--- config.mk ---
export PLATFORM = sky130hd
export DESIGN_NAME = go_back_n_send_window
export DESIGN_NICKNAME = d
export VERILOG_FILES = /design/src/hdl/gbn_pkg.sv /design/src/hdl/gbn_ctrl.sv /design/src/hdl/gbn_dp.sv /design/src/hdl/go_back_n_send_window.sv
export SDC_FILE = /design/constraint.sdc
export NUM_CORES = 1
export LEC_CHECK = 0
export BUFFER_PORTS_ARGS = -buffer_cell sky130_fd_sc_hd__buf_2
export CAP_MARGIN = 20
export CORE_MARGIN = 5
export CORE_UTILIZATION = 62
export DETAILED_ROUTE_END_ITERATION = 10
export PLACE_DENSITY = 0.82
export RECOVER_POWER = 25
export REMOVE_ABC_BUFFERS = 1
export SLEW_MARGIN = 20
export SYNTH_ARGS = -nofsm -noshare
export SYNTH_HDL_FRONTEND = slang
export SYNTH_SLANG_ARGS = --single-unit
--- constraint.sdc ---
create_clock -name clk_i -period 7.2 [get_ports clk_i]
set_clock_uncertainty 0.05 [all_clocks]
set_input_delay 1.44 -clock clk_i [delete_from_list [all_inputs] [get_ports clk_i]]
set_output_delay 1.44 -clock clk_i [all_outputs]
set_load 0.02 [all_outputs]
--- src/hdl/gbn_pkg.sv ---
// Shared types and constants for the go-back-n send window.
// No dependencies; every other file in hdl/ refers to this package by scoped names.
package gbn_pkg;

  localparam int unsigned WIN_MAX   = 8;
  localparam int unsigned SEQ_BITS  = 16;
  localparam int unsigned SLOT_BITS = 3;
  localparam int unsigned IDX_BITS  = 3;
  localparam int unsigned CNT_BITS  = 4;
  localparam int unsigned WIN_BITS  = 4;

  localparam logic [WIN_BITS-1:0] WIN_RESET = WIN_BITS'(3);

  // input command codes
  localparam logic [1:0] CMD_OFFER   = 2'd0;
  localparam logic [1:0] CMD_ACK     = 2'd1;
  localparam logic [1:0] CMD_TIMEOUT = 2'd2;
  localparam logic [1:0] CMD_NONE    = 2'd3;

  // result kinds
  localparam logic [1:0] KIND_NEW    = 2'd0;
  localparam logic [1:0] KIND_RESEND = 2'd1;
  localparam logic [1:0] KIND_REFUSE = 2'd2;
  localparam logic [1:0] KIND_STATUS = 2'd3;

  // controller -> datapath
  typedef struct packed {
    logic                do_offer;
    logic                do_ack;
    logic                do_resend;
    logic [IDX_BITS-1:0] idx;
    logic                idx_last;
  } gbn_cmd_t;

  // datapath -> controller
  typedef struct packed {
    logic                out_free;
    logic [CNT_BITS-1:0] outstanding;
  } gbn_stat_t;

endpackage

--- src/hdl/gbn_ctrl.sv ---
// Sequencing controller for the go-back-n send window.
// Uses gbn_pkg; drives gbn_dp through gbn_cmd_t and reads gbn_stat_t.
module gbn_ctrl (
  input  logic              clk_i,
  input  logic              rst_ni,
  input  logic              in_valid_i,
  output logic              in_ready_o,
  input  logic [1:0]        cmd_i,
  input  gbn_pkg::gbn_stat_t stat_i,
  output gbn_pkg::gbn_cmd_t  cmd_o
);

  localparam logic ST_IDLE   = 1'b0;
  localparam logic ST_RESEND = 1'b1;

  logic                         state_q, state_d;
  logic [gbn_pkg::IDX_BITS-1:0] idx_q, idx_d;
  logic [gbn_pkg::CNT_BITS-1:0] cnt_q, cnt_d;
  logic                         accept;
  logic [gbn_pkg::CNT_BITS-1:0] idx_next;

  assign in_ready_o = (state_q == ST_IDLE) && stat_i.out_free;
  assign accept     = in_valid_i && in_ready_o;
  assign idx_next   = gbn_pkg::CNT_BITS'(idx_q) + gbn_pkg::CNT_BITS'(1);

  always_comb begin
    state_d = state_q;
    idx_d   = idx_q;
    cnt_d   = cnt_q;
    cmd_o   = '0;
    unique case (state_q)
      ST_IDLE: begin
        if (accept) begin
          unique case (cmd_i)
            gbn_pkg::CMD_OFFER: cmd_o.do_offer = 1'b1;
            gbn_pkg::CMD_ACK:   cmd_o.do_ack   = 1'b1;
            gbn_pkg::CMD_TIMEOUT: begin
              if (stat_i.outstanding != '0) begin
                cmd_o.do_resend = 1'b1;
                cmd_o.idx       = '0;
                cmd_o.idx_last  = (stat_i.outstanding == gbn_pkg::CNT_BITS'(1));
                if (!cmd_o.idx_last) begin
                  state_d = ST_RESEND;
                  idx_d   = gbn_pkg::IDX_BITS'(1);
                  cnt_d   = stat_i.outstanding;
                end
              end
            end
            default: ;
          endcase
        end
      end
      ST_RESEND: begin
        if (stat_i.out_free) begin
          cmd_o.do_resend = 1'b1;
          cmd_o.idx       = idx_q;
          cmd_o.idx_last  = (idx_next == cnt_q);
          if (cmd_o.idx_last) begin
            state_d = ST_IDLE;
          end else begin
            idx_d = idx_next[gbn_pkg::IDX_BITS-1:0];
          end
        end
      end
      default: state_d = ST_IDLE;
    endcase
  end

  always_ff @(posedge clk_i or negedge rst_ni) begin
    if (!rst_ni) begin
      state_q <= ST_IDLE;
      idx_q   <= '0;
      cnt_q   <= '0;
    end else begin
      state_q <= state_d;
      idx_q   <= idx_d;
      cnt_q   <= cnt_d;
    end
  end

endmodule

--- src/hdl/gbn_dp.sv ---
// Window state, window-size register and result register of the go-back-n sender.
// Uses gbn_pkg; steered by gbn_ctrl through gbn_cmd_t.
module gbn_dp (
  input  logic                          clk_i,
  input  logic                          rst_ni,
  input  logic                          cfg_valid_i,
  input  logic [gbn_pkg::WIN_BITS-1:0]  cfg_window_size_i,
  input  logic [gbn_pkg::SEQ_BITS-1:0]  ack_seq_i,
  input  logic                          chunk_final_i,
  input  gbn_pkg::gbn_cmd_t             cmd_i,
  output gbn_pkg::gbn_stat_t            stat_o,
  output logic                          out_valid_o,
  input  logic                          out_ready_i,
  output logic [1:0]                    kind_o,
  output logic [gbn_pkg::SEQ_BITS-1:0]  seq_o,
  output logic [gbn_pkg::SLOT_BITS-1:0] slot_o,
  output logic                          final_flag_o,
  output logic                          done_res_o,
  output logic                          last_o
);

  logic [gbn_pkg::WIN_BITS-1:0]  win_q;
  logic [gbn_pkg::SEQ_BITS-1:0]  base_q, base_d, next_q, next_d, final_q, final_d;
  logic                          final_sent_q, final_sent_d, finished_q, finished_d;
  logic [gbn_pkg::SEQ_BITS-1:0]  diff, ack_off, rs_seq, ack_plus;
  logic [gbn_pkg::CNT_BITS-1:0]  outstanding, eff_win;
  logic                          offer_ok, ack_ok;

  logic                          ov_q, ov_d;
  logic [1:0]                    kind_q, kind_d;
  logic [gbn_pkg::SEQ_BITS-1:0]  seq_q, seq_d;
  logic [gbn_pkg::SLOT_BITS-1:0] slot_q, slot_d;
  logic                          fin_q, fin_d, done_q, done_d, last_q, last_d;

  assign diff = next_q - base_q;
  assign outstanding = (diff > gbn_pkg::SEQ_BITS'(gbn_pkg::WIN_MAX))
                     ? gbn_pkg::CNT_BITS'(gbn_pkg::WIN_MAX) : diff[gbn_pkg::CNT_BITS-1:0];
  assign eff_win = (win_q == '0) ? gbn_pkg::CNT_BITS'(1)
                 : (win_q > gbn_pkg::WIN_BITS'(gbn_pkg::WIN_MAX))
                   ? gbn_pkg::CNT_BITS'(gbn_pkg::WIN_MAX) : gbn_pkg::CNT_BITS'(win_q);
  assign offer_ok = !finished_q && !final_sent_q && (outstanding < eff_win);
  assign ack_off  = ack_seq_i - base_q;
  assign ack_ok   = !finished_q && (ack_off < diff);
  assign ack_plus = ack_seq_i + gbn_pkg::SEQ_BITS'(1);
  assign rs_seq   = base_q + gbn_pkg::SEQ_BITS'(cmd_i.idx);

  assign stat_o.out_free    = !ov_q || out_ready_i;
  assign stat_o.outstanding = outstanding;

  always_comb begin
    base_d       = base_q;
    next_d       = next_q;
    final_d      = final_q;
    final_sent_d = final_sent_q;
    finished_d   = finished_q;
    ov_d         = ov_q && !out_ready_i;
    kind_d       = kind_q;
    seq_d        = seq_q;
    slot_d       = slot_q;
    fin_d        = fin_q;
    done_d       = done_q;
    last_d       = last_q;
    if (cmd_i.do_offer) begin
      ov_d   = 1'b1;
      seq_d  = next_q;
      done_d = finished_q;
      last_d = 1'b1;
      if (offer_ok) begin
        kind_d = gbn_pkg::KIND_NEW;
        slot_d = gbn_pkg::SLOT_BITS'(next_q % gbn_pkg::WIN_MAX);
        fin_d  = chunk_final_i;
        next_d = next_q + gbn_pkg::SEQ_BITS'(1);
        if (chunk_final_i) begin
          final_sent_d = 1'b1;
          final_d      = next_q;
        end
      end else begin
        kind_d = gbn_pkg::KIND_REFUSE;
        slot_d = '0;
        fin_d  = 1'b0;
      end
    end else if (cmd_i.do_ack) begin
      ov_d   = 1'b1;
      kind_d = gbn_pkg::KIND_STATUS;
      slot_d = '0;
      fin_d  = 1'b0;
      last_d = 1'b1;
      seq_d  = base_q;
      done_d = finished_q;
      if (ack_ok) begin
        base_d = ack_plus;
        seq_d  = ack_plus;
        if (final_sent_q && (ack_seq_i == final_q)) begin
          finished_d = 1'b1;
          done_d     = 1'b1;
        end
      end
    end else if (cmd_i.do_resend) begin
      ov_d   = 1'b1;
      kind_d = gbn_pkg::KIND_RESEND;
      seq_d  = rs_seq;
      slot_d = gbn_pkg::SLOT_BITS'(rs_seq % gbn_pkg::WIN_MAX);
      fin_d  = final_sent_q && (rs_seq == final_q);
      done_d = finished_q;
      last_d = cmd_i.idx_last;
    end
  end

  always_ff @(posedge clk_i or negedge rst_ni) begin
    if (!rst_ni) begin
      win_q        <= gbn_pkg::WIN_RESET;
      base_q       <= '0;
      next_q       <= '0;
      final_q      <= '0;
      final_sent_q <= 1'b0;
      finished_q   <= 1'b0;
      ov_q         <= 1'b0;
    end else begin
      if (cfg_valid_i) begin
        win_q <= cfg_window_size_i;
      end
      base_q       <= base_d;
      next_q       <= next_d;
      final_q      <= final_d;
      final_sent_q <= final_sent_d;
      finished_q   <= finished_d;
      ov_q         <= ov_d;
    end
  end

  always_ff @(posedge clk_i) begin
    kind_q <= kind_d;
    seq_q  <= seq_d;
    slot_q <= slot_d;
    fin_q  <= fin_d;
    done_q <= done_d;
    last_q <= last_d;
  end

  assign out_valid_o  = ov_q;
  assign kind_o       = kind_q;
  assign seq_o        = seq_q;
  assign slot_o       = slot_q;
  assign final_flag_o = fin_q;
  assign done_res_o   = done_q;
  assign last_o       = last_q;

endmodule

--- src/hdl/go_back_n_send_window.sv ---
// Go-back-n send window, top level. A result word is registered and shows in the cycle after
// its input is taken. An offer or ack yields one word; a timeout with N outstanding (0 to 8)
// yields N resend words (none if N is 0) from the resend sequencer in gbn_ctrl, one per cycle
// while out_free. The input also stalls in any cycle where the held result word is not taken.
// Reset (rst_ni low, async): window empty, sequence numbers zero, window size 3.
// Uses gbn_pkg, gbn_ctrl and gbn_dp.
module go_back_n_send_window (
  input  logic                          clk_i,
  input  logic                          rst_ni,
  // configuration: window size
  input  logic                          cfg_valid_i,
  output logic                          cfg_ready_o,
  input  logic [gbn_pkg::WIN_BITS-1:0]  cfg_window_size_i,
  // input words
  input  logic                          in_valid_i,
  output logic                          in_ready_o,
  input  logic [1:0]                    cmd_i,
  input  logic [gbn_pkg::SEQ_BITS-1:0]  ack_seq_i,
  input  logic                          chunk_final_i,
  // result words
  output logic                          out_valid_o,
  input  logic                          out_ready_i,
  output logic [1:0]                    kind_o,
  output logic [gbn_pkg::SEQ_BITS-1:0]  seq_o,
  output logic [gbn_pkg::SLOT_BITS-1:0] slot_o,
  output logic                          final_flag_o,
  output logic                          done_res_o,
  output logic                          last_o
);

  gbn_pkg::gbn_cmd_t  cmd;
  gbn_pkg::gbn_stat_t stat;

  // The window size register takes a write in any cycle.
  assign cfg_ready_o = 1'b1;

  // Controller: accept a word when idle and the result register is free (or
  // being drained this cycle); step through the resend run after a timeout.
  gbn_ctrl u_ctrl (
    .clk_i      (clk_i),
    .rst_ni     (rst_ni),
    .in_valid_i (in_valid_i),
    .in_ready_o (in_ready_o),
    .cmd_i      (cmd_i),
    .stat_i     (stat),
    .cmd_o      (cmd)
  );

  // Datapath: hold base/next/final state, evaluate offers and acks, and
  // register each result word until the consumer takes it.
  gbn_dp u_dp (
    .clk_i             (clk_i),
    .rst_ni            (rst_ni),
    .cfg_valid_i       (cfg_valid_i),
    .cfg_window_size_i (cfg_window_size_i),
    .ack_seq_i         (ack_seq_i),
    .chunk_final_i     (chunk_final_i),
    .cmd_i             (cmd),
    .stat_o            (stat),
    .out_valid_o       (out_valid_o),
    .out_ready_i       (out_ready_i),
    .kind_o            (kind_o),
    .seq_o             (seq_o),
    .slot_o            (slot_o),
    .final_flag_o      (final_flag_o),
    .done_res_o        (done_res_o),
    .last_o            (last_o)
  );

  // An offer or ack always leaves a single, final result word behind.
  a_single_result: assert property (@(posedge clk_i) disable iff (!rst_ni)
    (in_valid_i && in_ready_o && (cmd_i == gbn_pkg::CMD_OFFER || cmd_i == gbn_pkg::CMD_ACK))
    |=> (out_valid_o && last_o))
    else $error("offer/ack did not produce one final result word");

  // No new word is taken while a resend run is still in progress.
  a_resend_blocks: assert property (@(posedge clk_i) disable iff (!rst_ni)
    (out_valid_o && kind_o == gbn_pkg::KIND_RESEND && !last_o) |-> !in_ready_o)
    else $error("input accepted in the middle of a resend run");

  // A new send uses the buffer slot of its sequence number.
  a_slot_match: assert property (@(posedge clk_i) disable iff (!rst_ni)
    (out_valid_o && kind_o == gbn_pkg::KIND_NEW)
    |-> (slot_o == seq_o[gbn_pkg::SLOT_BITS-1:0]))
    else $error("new send slot does not match its sequence number");

endmodule
==> impl_results.md, run 1 <==
* ANT cells at 0
* Average wire per cell in the routed design at 22.3 um
* Maximum resistive drop on vdd at 503 uV
* Clock tree buffer depth at 2
* Number of cell rows at 38
* Reg-to-reg critical path endpoint: u_dp.final_q[2]
* Maximum clock frequency at 0.153 GHz
* Post-cts gate resize count at 0
* Synthesis warning total at 0
* Leading cell types in the layout, fill and taps excluded: 68 x xnor2_1, 64 x a21oi_1, 61 x dfrtp_1
* Count of antenna-violating nets left after detailed routing at 0
* Number of synthesized register bits at 87
* Worst-margin pin slew at 3600 ps
* Area share of xor/xnor cells in the synthesized design at 0.124
* Level count of the clock H-tree at 3
* Type of origin of the critical path: register
* Period Utilization, post-route at 0.909
* Share of flip-flops with an asynchronous set or reset at 0.724
* First-pass detailed-route iteration total at 8
* Detail Placement HPWL at 16.1 mm
* Routed via count at 6477
* Max Slew Vio Count at 64
* Filler cells at 854
* Synth Area in Adders at 0.104
* Portion of the post-synthesis area used by sequential elements at 0.328
* Vias in the first global route at approximately 6300
* Worst reg2reg path startpoint: u_dp.next_q[0]
* Violated checks: capacitance limit, slew limit
* Clock-pin slew on the worst setup and hold paths at 70 ps
* Pwr per Cell Area at 478 nW/um^2
* Number of instances in the synthesized netlist at 764
* Area contributors post-synth: dfrtp_1 22%, edfxtp_1 9.9%, ha_1 9.5%
* Detailed-route vias per instance at 6.74
* Crit path capture: u_dp.final_q[2]
* DRC violation total after the first TritonRoute iteration at 687
* Die Y at 116 um
* Relative slew slack at -1.40
* Mux contribution to synthesized area at 0.0474
* Number of I/O port buffers at 53
* Weighted congestion at the end of routability-driven global placement at around 1
* Dominant combinational cell family by area after synthesis: compound AO/OA/AOI/OAI gates
* Post-Synth Simple-Gate Area at 0.174
* Number of antenna violations at the first check in global routing at 0
* Leak pwr at 0.00348 uW
* Path depth of the worst reg2reg path at 19
* TritonCTS Buffers at 9
* DR DRC count at 0
* Placeable Area at 10900 um^2
* Starting density of the core at 0.638
* Clock root buffer master: clkbuf_16
* Syn_area_per_cell at about 9.1 um^2
* Time the final worst path needs with I/O delays and setup at 6550 ps
* Total Routing Usage GR at 0.330
* Setup repair after global routing missed its margin: false
* Final core area utilization at 0.705
* Number of nets in the finished design at 900
* Result of the run: complete, but fails checks
* Sum of negative setup slack at 0 ps
* Reg2reg setup slack at ~650 ps
* Clock latency of the later-clocked register in the worst-skew pair at 340 ps
* MaxCap Viol Count at 1
* # clock sinks at 87
* Post-synth design cell area at 6970 um^2
* Share of cells above drive strength 1 at 0.140
* Post-CTS Setup Bufs at 0
* Clock tree from TritonCTS: yes
* Commonest non-fill, non-tap cell in the layout: xnor2_1
* Area of the die at 13500 um^2
* Leading area contributor after synthesis: dfrtp_1
* Compound-gate portion of the synthesized area at 0.188
* Hold buffers post-CTS at 0
* Final Hold Violating Endpoints at 0
* Critical path arrival at 6720 ps
* Capturing element type of the critical path: register
* Launching instance or port of the critical path: u_dp.next_q[0]
* Num ports at 55
* Final wirelength at 21.4 mm
* Final setup violating endpoints at 0
* Most used flip-flop cell after synthesis: dfrtp_1
* Die W at 116 um
* Maximum number of pins on one net before global-route repair at 64
* Proportion of netlist area held by the largest area contributor at 0.219
* Peak fanout along the critical path at 17
* CP Data Required Time at 7380 ps
* Area added between synthesis and finish at 10.5%
* Worst setup path category: register to register
* First-pass GRT wire length at 33.8 mm
* Number of distinct library cells after synthesis at 79
* Worst Hold Class: register to register
* Number of flops mapped to enable cells by yosys at 23
* Total global routing overflow at 0
[worst min path at each step]
stage	from	to	slack, ps	cells after the start
4_1_cts	u_dp.next_q[15]	u_dp.next_q[15]	490	1
3_3_place_gp	u_ctrl.cnt_q[0]	u_ctrl.cnt_q[0]	460	1
3_5_place_dp	u_ctrl.cnt_q[3]	u_ctrl.cnt_q[3]	480	1
5_1_grt	u_ctrl.cnt_q[0]	u_ctrl.cnt_q[0]	520	1
2_1_floorplan	u_dp.finished_q	u_dp.finished_q	430	1
6_report	u_dp.win_q[2]	u_dp.win_q[2]	500	1
[worst max-delay path: stages (launching register included)]
cell	delay [ps]
dfrtp_1	470
inv_1	160
ha_1	260
fa_1	460
nor2b_4	180
o31ai_4	90
a211oi_1	440
o32ai_1	210
xor2_1	360
nand4_2	200
or4_1	680
nor2_1	260
ha_1	280
o21ai_0	220
nor2_1	80
o21ai_0	660
o41ai_4	450
nor3_2	240
buf_4	290
mux2_2	370
[flip-flops by register name (all words and copies together), names as in the netlist]
signal	cells
u_dp.final_sent_q	1
u_dp.out_valid_o	1
u_ctrl.cnt_q	4
u_dp.final_q	16
u_dp.final_flag_o	1
u_dp.base_q	16
u_dp.last_o	1
u_dp.slot_o	3
u_dp.finished_q	1
u_dp.kind_o	2
u_dp.done_res_o	1
u_ctrl.state_q	1
u_ctrl.idx_q	3
u_dp.seq_o	16
u_dp.win_q	4
u_dp.next_q	16
[cells by family (layout without fill, tap and decap cells)]
logic type	after synthesis	count (layout)
AND/OR/NAND/NOR	240	240
AO/OA/AOI/OAI	192	192
XOR/XNOR	99	99
flip-flops	87	87
buffers and inverters	61	118
adder cells (fa/ha/maj)	56	56
multiplexers	28	28
other	1	1
[cells in the mapped netlist, types with 4 or more instances]
master and n:
dfrtp_1 61, nand4_1 17, a211oi_1 5, nor3_1 28, or2_2 4, clkbuf_1 16
inv_1 41, xnor2_1 68, o21ai_0 28, a21o_1 10, a21oi_1 64, xor2_1 31
mux2_4 4, o21a_1 7, nand2b_1 9, nor4_1 10, nand3_1 31, nor2b_1 8
a311o_1 12, ha_1 53, o31ai_1 7, nand2_1 53, edfxtp_1 23, mux2_1 9
o22ai_1 15, mux2_2 15, o211ai_1 4, nor2_1 49, and3_1 11
[per-stage QoR]
stage | std cells | setup WS (ps) | hold WS, ps | area, um^2 | power [uW]
global route | 961 | 253 | 521 | 7710 | 3940
floorplan | 744 | 995 | 434 | 6890 | 2440
global placement | 945 | 876 | 464 | 7390 | 3040
CTS | 961 | 691 | 492 | 7710 | 3630
finish | 961 | 652 | 498 | 7710 | 3690
detailed placement | 945 | 723 | 481 | 7390 | 3100
[power by group]
| part | leakage, uW | internal (uW) | switching (uW) |
|---|---|---|---|
| logic | 0.00228 | 878 | 1470 |
| registers | 0.00105 | 694 | 146 |
| clock network | 0.000155 | 284 | 210 |
[metal layers]
| layer | routed length [um] | track usage | part of all wire | up-vias |
|---|---|---|---|---|
| li1 | - | - | - | 2914 |
| met1 | 8430 | 0.431 | 0.39 | 3065 |
| met2 | 9800 | 0.527 | 0.46 | 427 |
| met3 | 2160 | 0.0747 | 0.10 | 71 |
| met4 | 1000 | 0.142 | 0.047 | 0 |
| met5 | 0 | 0 | 0 | - |
[area by class of cell]
cell class                 count  area [um^2]  share of cell area
multi-input combinational    616         4450               0.578
sequential                    87         2290               0.297
timing repair buffer          61          320              0.0416
clock buffer                  10          239              0.0310
tap                          140          175              0.0227
inverter                      41          154              0.0200
clock inverter                 6         76.3             0.00990
(Power assumes the default switching activity.)
==> run 2, diff against run 1 <==
--- a/config.mk
+++ b/config.mk
@@ -7,10 +7,12 @@
 export LEC_CHECK = 0
 export BUFFER_PORTS_ARGS = -buffer_cell sky130_fd_sc_hd__buf_2
 export CAP_MARGIN = 20
+export CELL_PAD_IN_SITES_DETAIL_PLACEMENT = 1
+export CELL_PAD_IN_SITES_GLOBAL_PLACEMENT = 1
 export CORE_MARGIN = 5
-export CORE_UTILIZATION = 62
+export CORE_UTILIZATION = 47
 export DETAILED_ROUTE_END_ITERATION = 10
-export PLACE_DENSITY = 0.82
+export PLACE_DENSITY_LB_ADDON = 0.1
 export RECOVER_POWER = 25
 export REMOVE_ABC_BUFFERS = 1
 export SLEW_MARGIN = 20
==> constraint.sdc (replaced) <==
create_clock -name clk_i -period 6.45 [get_ports clk_i]
set_clock_uncertainty 0.05 [all_clocks]
set_input_delay 1.29 -clock clk_i [delete_from_list [all_inputs] [get_ports clk_i]]
set_output_delay 1.29 -clock clk_i [all_outputs]
set_load 0.02 [all_outputs]
==> impl_results.md, run 2 (synthesis gave the netlist of run 1 again) <==
* Result of the run: complete, but fails checks
* Violated checks: capacitance limit, slew limit
* Post-cts gate resize count at 0 (unchanged)
* Number of nets in the finished design at 916 (+1.8%)
* Sum of negative setup slack at 0 ps (unchanged)
* Hold buffers post-CTS at 0 (unchanged)
* Average wire per cell in the routed design at 23.8 um (+6.8%)
* Footprint of the flip-flops and latches at 2290 um^2 (unchanged)
* Combinational power share at 0.657 (+0.019)
* Share of cells above drive strength 1 at 0.157 (+0.0164)
* Worst Hold Class: register to register
* Peak fanout along the critical path at 8 (-9)
* Clock-pin slew on the worst setup and hold paths at 70 ps (about the same)
* Sequential Power Share at 0.216 (-0.012)
* Worst-margin pin slew at 3630 ps (+25.9 ps)
* Final wirelength at 24.3 mm (+14%)
* Total Routing Usage GR at 0.278 (-0.0519)
* Share of total power in the clock network at 0.127 (-0.007)
* TritonCTS Buffers at 9 (unchanged)
* Total area of multi-input combinational cells at 4450 um^2 (-0.11%)
* Area of the die at 17400 um^2 (+29%)
* Die Y at 132 um (+14%)
* Clock tree from TritonCTS: yes
* DR DRC count at 0 (unchanged)
* Maximum resistive drop on vdd at 275 uV (-45%)
* Origin of the worst min-delay path: u_ctrl.cnt_q[1]
* Leak pwr at 0.00356 uW (+2.2%)
* Worst setup path category: primary input to register
* Max Slew Vio Count at 64 (unchanged)
* Filler cells at 1721 (+100%)
* Reg2reg setup slack at 540 ps (-110 ps)
* Met3 WL post-DR at 1.97 mm (-8.8%)
* Top Layer Used: met5
* MaxCap Viol Count at 1 (unchanged)
* Min-Delay Endpoint: u_ctrl.cnt_q[1]
* Path depth of the worst reg2reg path at 21 (+2)
* # clock sinks at 87 (unchanged)
* Vias in the first global route at 6676 (+5.9%)
* Type of origin of the critical path: primary input
* Weighted congestion at the end of routability-driven global placement at 0.926 (-7.2%)
* Total global routing overflow at 0 (unchanged)
* DRC violation total after the first TritonRoute iteration at 497 (-28%)
* Switching power at 2150 uW (+18%)
* Cell-internal power at 2120 uW (+14%)
* First-pass GRT wire length at 38.2 mm (+13%)
* Maximum clock frequency at 0.169 GHz
* Commonest non-fill, non-tap cell in the layout: xnor2_1
* Clock root buffer master: clkbuf_16
* Worst reg2reg path startpoint: u_dp.next_q[0]
* Starting density of the core at 0.480 (-0.158)
* Worst slack on hold paths at 489 ps (-8.89 ps)
* Clock tree buffer depth at 2 (unchanged)
* Number of I/O port buffers at 53 (unchanged)
* Worst hold path stage count at 1 (unchanged)
* Detail Placement HPWL at 18.9 mm (+18%)
* Wire length on met2 at 11.4 mm (+16%)
* CP Data Required Time at 6640 ps (-740 ps)
* Die W at 132 um (+14%)
* Count of antenna-violating nets left after detailed routing at 0 (unchanged)
* Pwr per Cell Area at 543 nW/um^2 (+13%)
* Level count of the clock H-tree at 3 (unchanged)
* Final setup violating endpoints at 0 (unchanged)
* Number of antenna violations at the first check in global routing at 1 (+1)
* Placeable Area at 14500 um^2 (+33%)
* DRT met1 WL at 10.2 mm (+21%)
* ANT cells at 0 (unchanged)
* Number of cell rows at 44 (+16%)
* Setup repair after global routing missed its margin: false
* Leading cell types in the layout, fill and taps excluded: 68 x xnor2_1, 64 x a21oi_1, 61 x dfrtp_1
* Relative slew slack at -1.42 (-0.0172)
* Clock latency of the later-clocked register in the worst-skew pair at 360 ps (+20 ps)
* Time the final worst path needs with I/O delays and setup at 5910 ps
* Maximum number of pins on one net before global-route repair at 64 (unchanged)
* Post-CTS Setup Bufs at 0 (unchanged)
* Detailed-route vias per instance at 6.27 (-7.0%)
* Routed via count at 6403 (-1.1%)
* Critical path arrival at 6100 ps (-620 ps)
* Capturing element type of the critical path: register
* Net Sw Frac at 0.504 (+0.00768)
* First-pass detailed-route iteration total at 5 (-3)
* Period Utilization, post-route at 0.917
* Num ports at 55 (unchanged)
* Final Hold Violating Endpoints at 0 (unchanged)
* Area added between synthesis and finish at 12.9%
* Reg-to-reg critical path endpoint: u_dp.slot_o[0]
-- run 2: cell types whose count changed in the layout (fill, tap and decap cells not counted), sizes merged --
| cell | change |
|---|---|
| clkbuf | -1 |
| buf | +16 |
| clkinvlp | +1 |
-- run 2: how the worst max path moves through the flow --
stage / endpoint / depth (start not counted) / slack, ps / startpoint
finish: u_dp.base_q[14] / 21 / 540 / ack_seq_i[0]
floorplan: u_dp.base_q[0] / 19 / 390 / ack_seq_i[0]
global placement: u_dp.base_q[0] / 21 / 440 / ack_seq_i[0]
CTS: u_dp.slot_o[0] / 21 / 520 / u_dp.next_q[0]
global route: u_dp.base_q[14] / 21 / 230 / ack_seq_i[0]
detailed placement: u_dp.base_q[14] / 21 / 220 / ack_seq_i[0]
-- run 2: through the flow --
| step | total power, uW | util | instances | cell area [um^2] | worst slack (ps) |
|---|---|---|---|---|---|
| after floorplan | 2730 | - | 744 | 6890 | 395 |
| after global placement | 3570 | 0.522 | 1005 | 7580 | 439 |
| after detailed placement | 3680 | 0.522 | 1005 | 7580 | 220 |
| after CTS | 4240 | 0.542 | 1021 | 7880 | 521 |
| after global routing | 4560 | 0.541 | 1021 | 7870 | 230 |
| final | 4270 | 0.541 | 1021 | 7870 | 538 |
-- run 2: worst max-delay path, cell delays in order --
cell and delay, ps:
buf_2 140, inv_1 90, ha_1 170, inv_1 50, fa_1 400, a21o_1 180, a21oi_1 260, o21bai_1 100
a21oi_1 220, inv_1 70, a21oi_1 270, o211ai_1 180, nand4_1 110, or3b_2 450, ha_1 190, a211o_1 300
a2111oi_1 360, buf_4 200, a21oi_1 100, a21oi_2 530, mux2_2 410
-- run 2: power by group through the flow --
stage	clock network, uW	registers, uW	logic [uW]
after floorplan	0	994	1730
after global placement	0	913	2650
after detailed placement	0	925	2760
after CTS	543	918	2780
after global routing	567	937	3060
final	544	922	2810
-- run 2: metal layers --
layer	up-vias	global-route usage
li1	2948	-
met1	3157	0.364
met2	240	0.449
met3	56	0.0645
met4	2	0.101
met5	-	0
-- run 2: area by class of cell --
cell class	count	area share
clock buffers	9	0.0286
flip-flops and latches	87	0.291
multi-input cells	616	0.565
well taps	184	0.0293
repair buffers	77	0.0576
inverters	41	0.0196
clock inverters	7	0.00890
==> run 3, diff against run 2 <==
--- a/config.mk
+++ b/config.mk
@@ -14,7 +14,6 @@
 export DETAILED_ROUTE_END_ITERATION = 10
 export PLACE_DENSITY_LB_ADDON = 0.1
 export RECOVER_POWER = 25
-export REMOVE_ABC_BUFFERS = 1
 export SLEW_MARGIN = 20
 export SYNTH_ARGS = -nofsm -noshare
 export SYNTH_HDL_FRONTEND = slang
==> impl_results.md, run 3 (synthesis gave the netlist of run 1 again) <==
* Clock tree buffer depth at 2 (unchanged)
* Placeable Area at 14500 um^2 (unchanged)
* Clock tree from TritonCTS: yes
* Vias in the first global route at 6721 (+0.67%)
* DRC violation total after the first TritonRoute iteration at 570 (+15%)
* Peak fanout along the critical path at 16 (+8)
* Master of the slowest instance on the critical path: or4_1
* Total global routing overflow at 0 (unchanged)
* Stage delay of the slowest cell on the critical path at 670 ps (+140 ps)
* Area of the die at 17400 um^2 (unchanged)
* Number of antenna violations at the first check in global routing at 0 (-1)
* # clock sinks at 87 (unchanged)
* Final wirelength at 24.0 mm (-1.1%)
* Non-filler cells in the finished layout at 1014 (-0.69%)
* Clock-pin slew on the worst setup and hold paths at 70 ps (about the same)
* Violated checks: capacitance limit, slew limit
* DR DRC count at 0 (unchanged)
* Period Utilization, post-route at 0.927 (+0.0103)
* MaxCap Viol Count at 1 (unchanged)
* Worst-margin pin slew at 3570 ps (-62.0 ps)
* Setup repair after global routing missed its margin: false
* Type of origin of the critical path: register
* CP delay by family, top: simple AND/OR/NAND/NOR gates
* Final Hold Violating Endpoints at 0 (unchanged)
* Total power at 4210 uW (-1.5%)
* First-pass GRT wire length at 37.9 mm (-0.76%)
* Number of cell rows at 44 (unchanged)
* First-pass detailed-route iteration total at 5 (unchanged)
* Weighted congestion at the end of routability-driven global placement at 0.935 (+0.97%)
* Post-CTS Setup Bufs at 0 (unchanged)
* Capturing element type of the critical path: register
* Starting density of the core at 0.480 (unchanged)
* Level count of the clock H-tree at 3 (unchanged)
* Num ports at 55 (unchanged)
* Post-cts gate resize count at 0 (unchanged)
* Post-synth net total at 848
* Clock latency of the later-clocked register in the worst-skew pair at 350 ps (about the same)
* TritonCTS Buffers at 9 (unchanged)
* Count of antenna-violating nets left after detailed routing at 0 (unchanged)
* Number of I/O port buffers at 53 (unchanged)
* Buf+Inv Stages, Crit Path at 3 (-2)
* Number of nets in the finished design at 909 (-0.76%)
* Area added between synthesis and finish at 12.1%
* Time the final worst path needs with I/O delays and setup at 5980 ps (+66.3 ps)
* Relative slew slack at -1.38 (+0.0413)
* Detail Placement HPWL at 18.6 mm (-1.2%)
* Total area of multi-input combinational cells at 4450 um^2 (+0.11%)
* CP Data Required Time at 6510 ps (-130 ps)
* Final setup violating endpoints at 0 (unchanged)
* Commonest non-fill, non-tap cell in the layout: xnor2_1
* Result of the run: complete, but fails checks
* Maximum clock frequency at 0.167 GHz (-1.1%)
* Leading cell types in the layout, fill and taps excluded: 68 x xnor2_1, 64 x a21oi_1, 61 x dfrtp_1
* Worst Slack Setup Final at 472 ps (-66.3 ps)
* Worst Hold Class: register to register
* Total Routing Usage GR at 0.273 (-0.00503)
* List of cells traversed by the critical path: inv_1 > ha_1 > fa_1 > nor2b_4 > o31ai_4 > a211oi_1 > o32ai_1 > xor2_1 > nand4_2 > or4_1 > nor2_1 > ha_1 > o21ai_0 > nand2b_1 > nand3_1 > or3b_1 > o41ai_4 > buf_4 > nor2_1 > buf_4 > a22o_1
* ANT cells at 0 (unchanged)
* Critical path arrival at 6040 ps (-60 ps)
* Die Y at 132 um (unchanged)
* Hold buffers post-CTS at 0 (unchanged)
* Average wire per cell in the routed design at 23.7 um (-0.44%)
* Leak pwr at 0.00352 uW (-1.1%)
* Maximum resistive drop on vdd at 264 uV (-3.8%)
* Sum of negative setup slack at 0 ps (unchanged)
* Pwr per Cell Area at 538 nW/um^2 (-0.85%)
* Filler cells at 1726 (+0.29%)
* Footprint of the flip-flops and latches at 2290 um^2 (unchanged)
* Routed via count at 6364 (-0.61%)
* Pre-CTS setup slack at 314 ps (+94.4 ps)
* Worst slack on hold paths at 483 ps (-6.54 ps)
* Worst setup path category: register to register
* Maximum number of pins on one net before global-route repair at 64 (unchanged)
* Max Slew Vio Count at 64 (unchanged)
* Share of cells above drive strength 1 at 0.148 (-0.00832)
* Clock root buffer master: clkbuf_16
* Post-placement cell count at 998 (-0.70%)
* Die W at 132 um (unchanged)
* Detailed-route vias per instance at 6.28 (about the same)
[run 3: changes by cell type in the layout (fill, tap and decap cells not counted)]
cell,previous run,this run
clkbuf_1,2,3
buf_4,22,15
bufinv_16,1,0
nor2_4,0,1
nor2_2,2,1
clkinv_2,3,1
clkbuf_16,9,10
inv_4,0,1
[run 3: power by group]
| group | switching (uW) | internal [uW] | total, uW |
|---|---|---|---|
| Clock | 238 | 287 | 526 |
| Combinational | 1740 | 1010 | 2750 |
| Sequential | 150 | 776 | 926 |
[run 3: path summary, 6_finish.rpt]
kind | startpoint | to | slack [ps] | cells after the start
min reg2reg | u_ctrl.cnt_q[0] | u_ctrl.cnt_q[0] | 480 | 1
min in group asynchronous | rst_ni | u_ctrl.cnt_q[1] | 2180 | 2
min | u_ctrl.cnt_q[0] | u_ctrl.cnt_q[0] | 480 | 1
max in group asynchronous | rst_ni | u_dp.base_q[8] | 2140 | 2
max reg2reg | u_dp.next_q[0] | u_dp.slot_o[0] | 470 | 21
max | u_dp.next_q[0] | u_dp.slot_o[0] | 470 | 21
[run 3: metal layers]
| metal | vias to the layer above | wire, um | track usage |
|---|---|---|---|
| met5 | - | 0 | 0 |
| met4 | 0 | 1130 | 0.127 |
| met3 | 56 | 1150 | 0.0424 |
| met2 | 199 | 11400 | 0.446 |
| met1 | 3173 | 10400 | 0.355 |
| li1 | 2936 | - | - |
[run 3: stage by stage]
stage                     area (um^2)  utilization
after detailed placement         7530        0.518
final                            7820        0.538
after global placement           7530        0.518
after global routing             7820        0.538
after CTS                        7820        0.538
after floorplan                  6970            -
[run 3: final cells by class]
type	count	area share
Clock buffer	11	0.0325
Clock inverter	5	0.00464
Inverter	41	0.0197
Multi-Input combinational cell	616	0.570
Sequential cell	87	0.293
Tap cell	184	0.0294
Timing Repair Buffer	70	0.0512
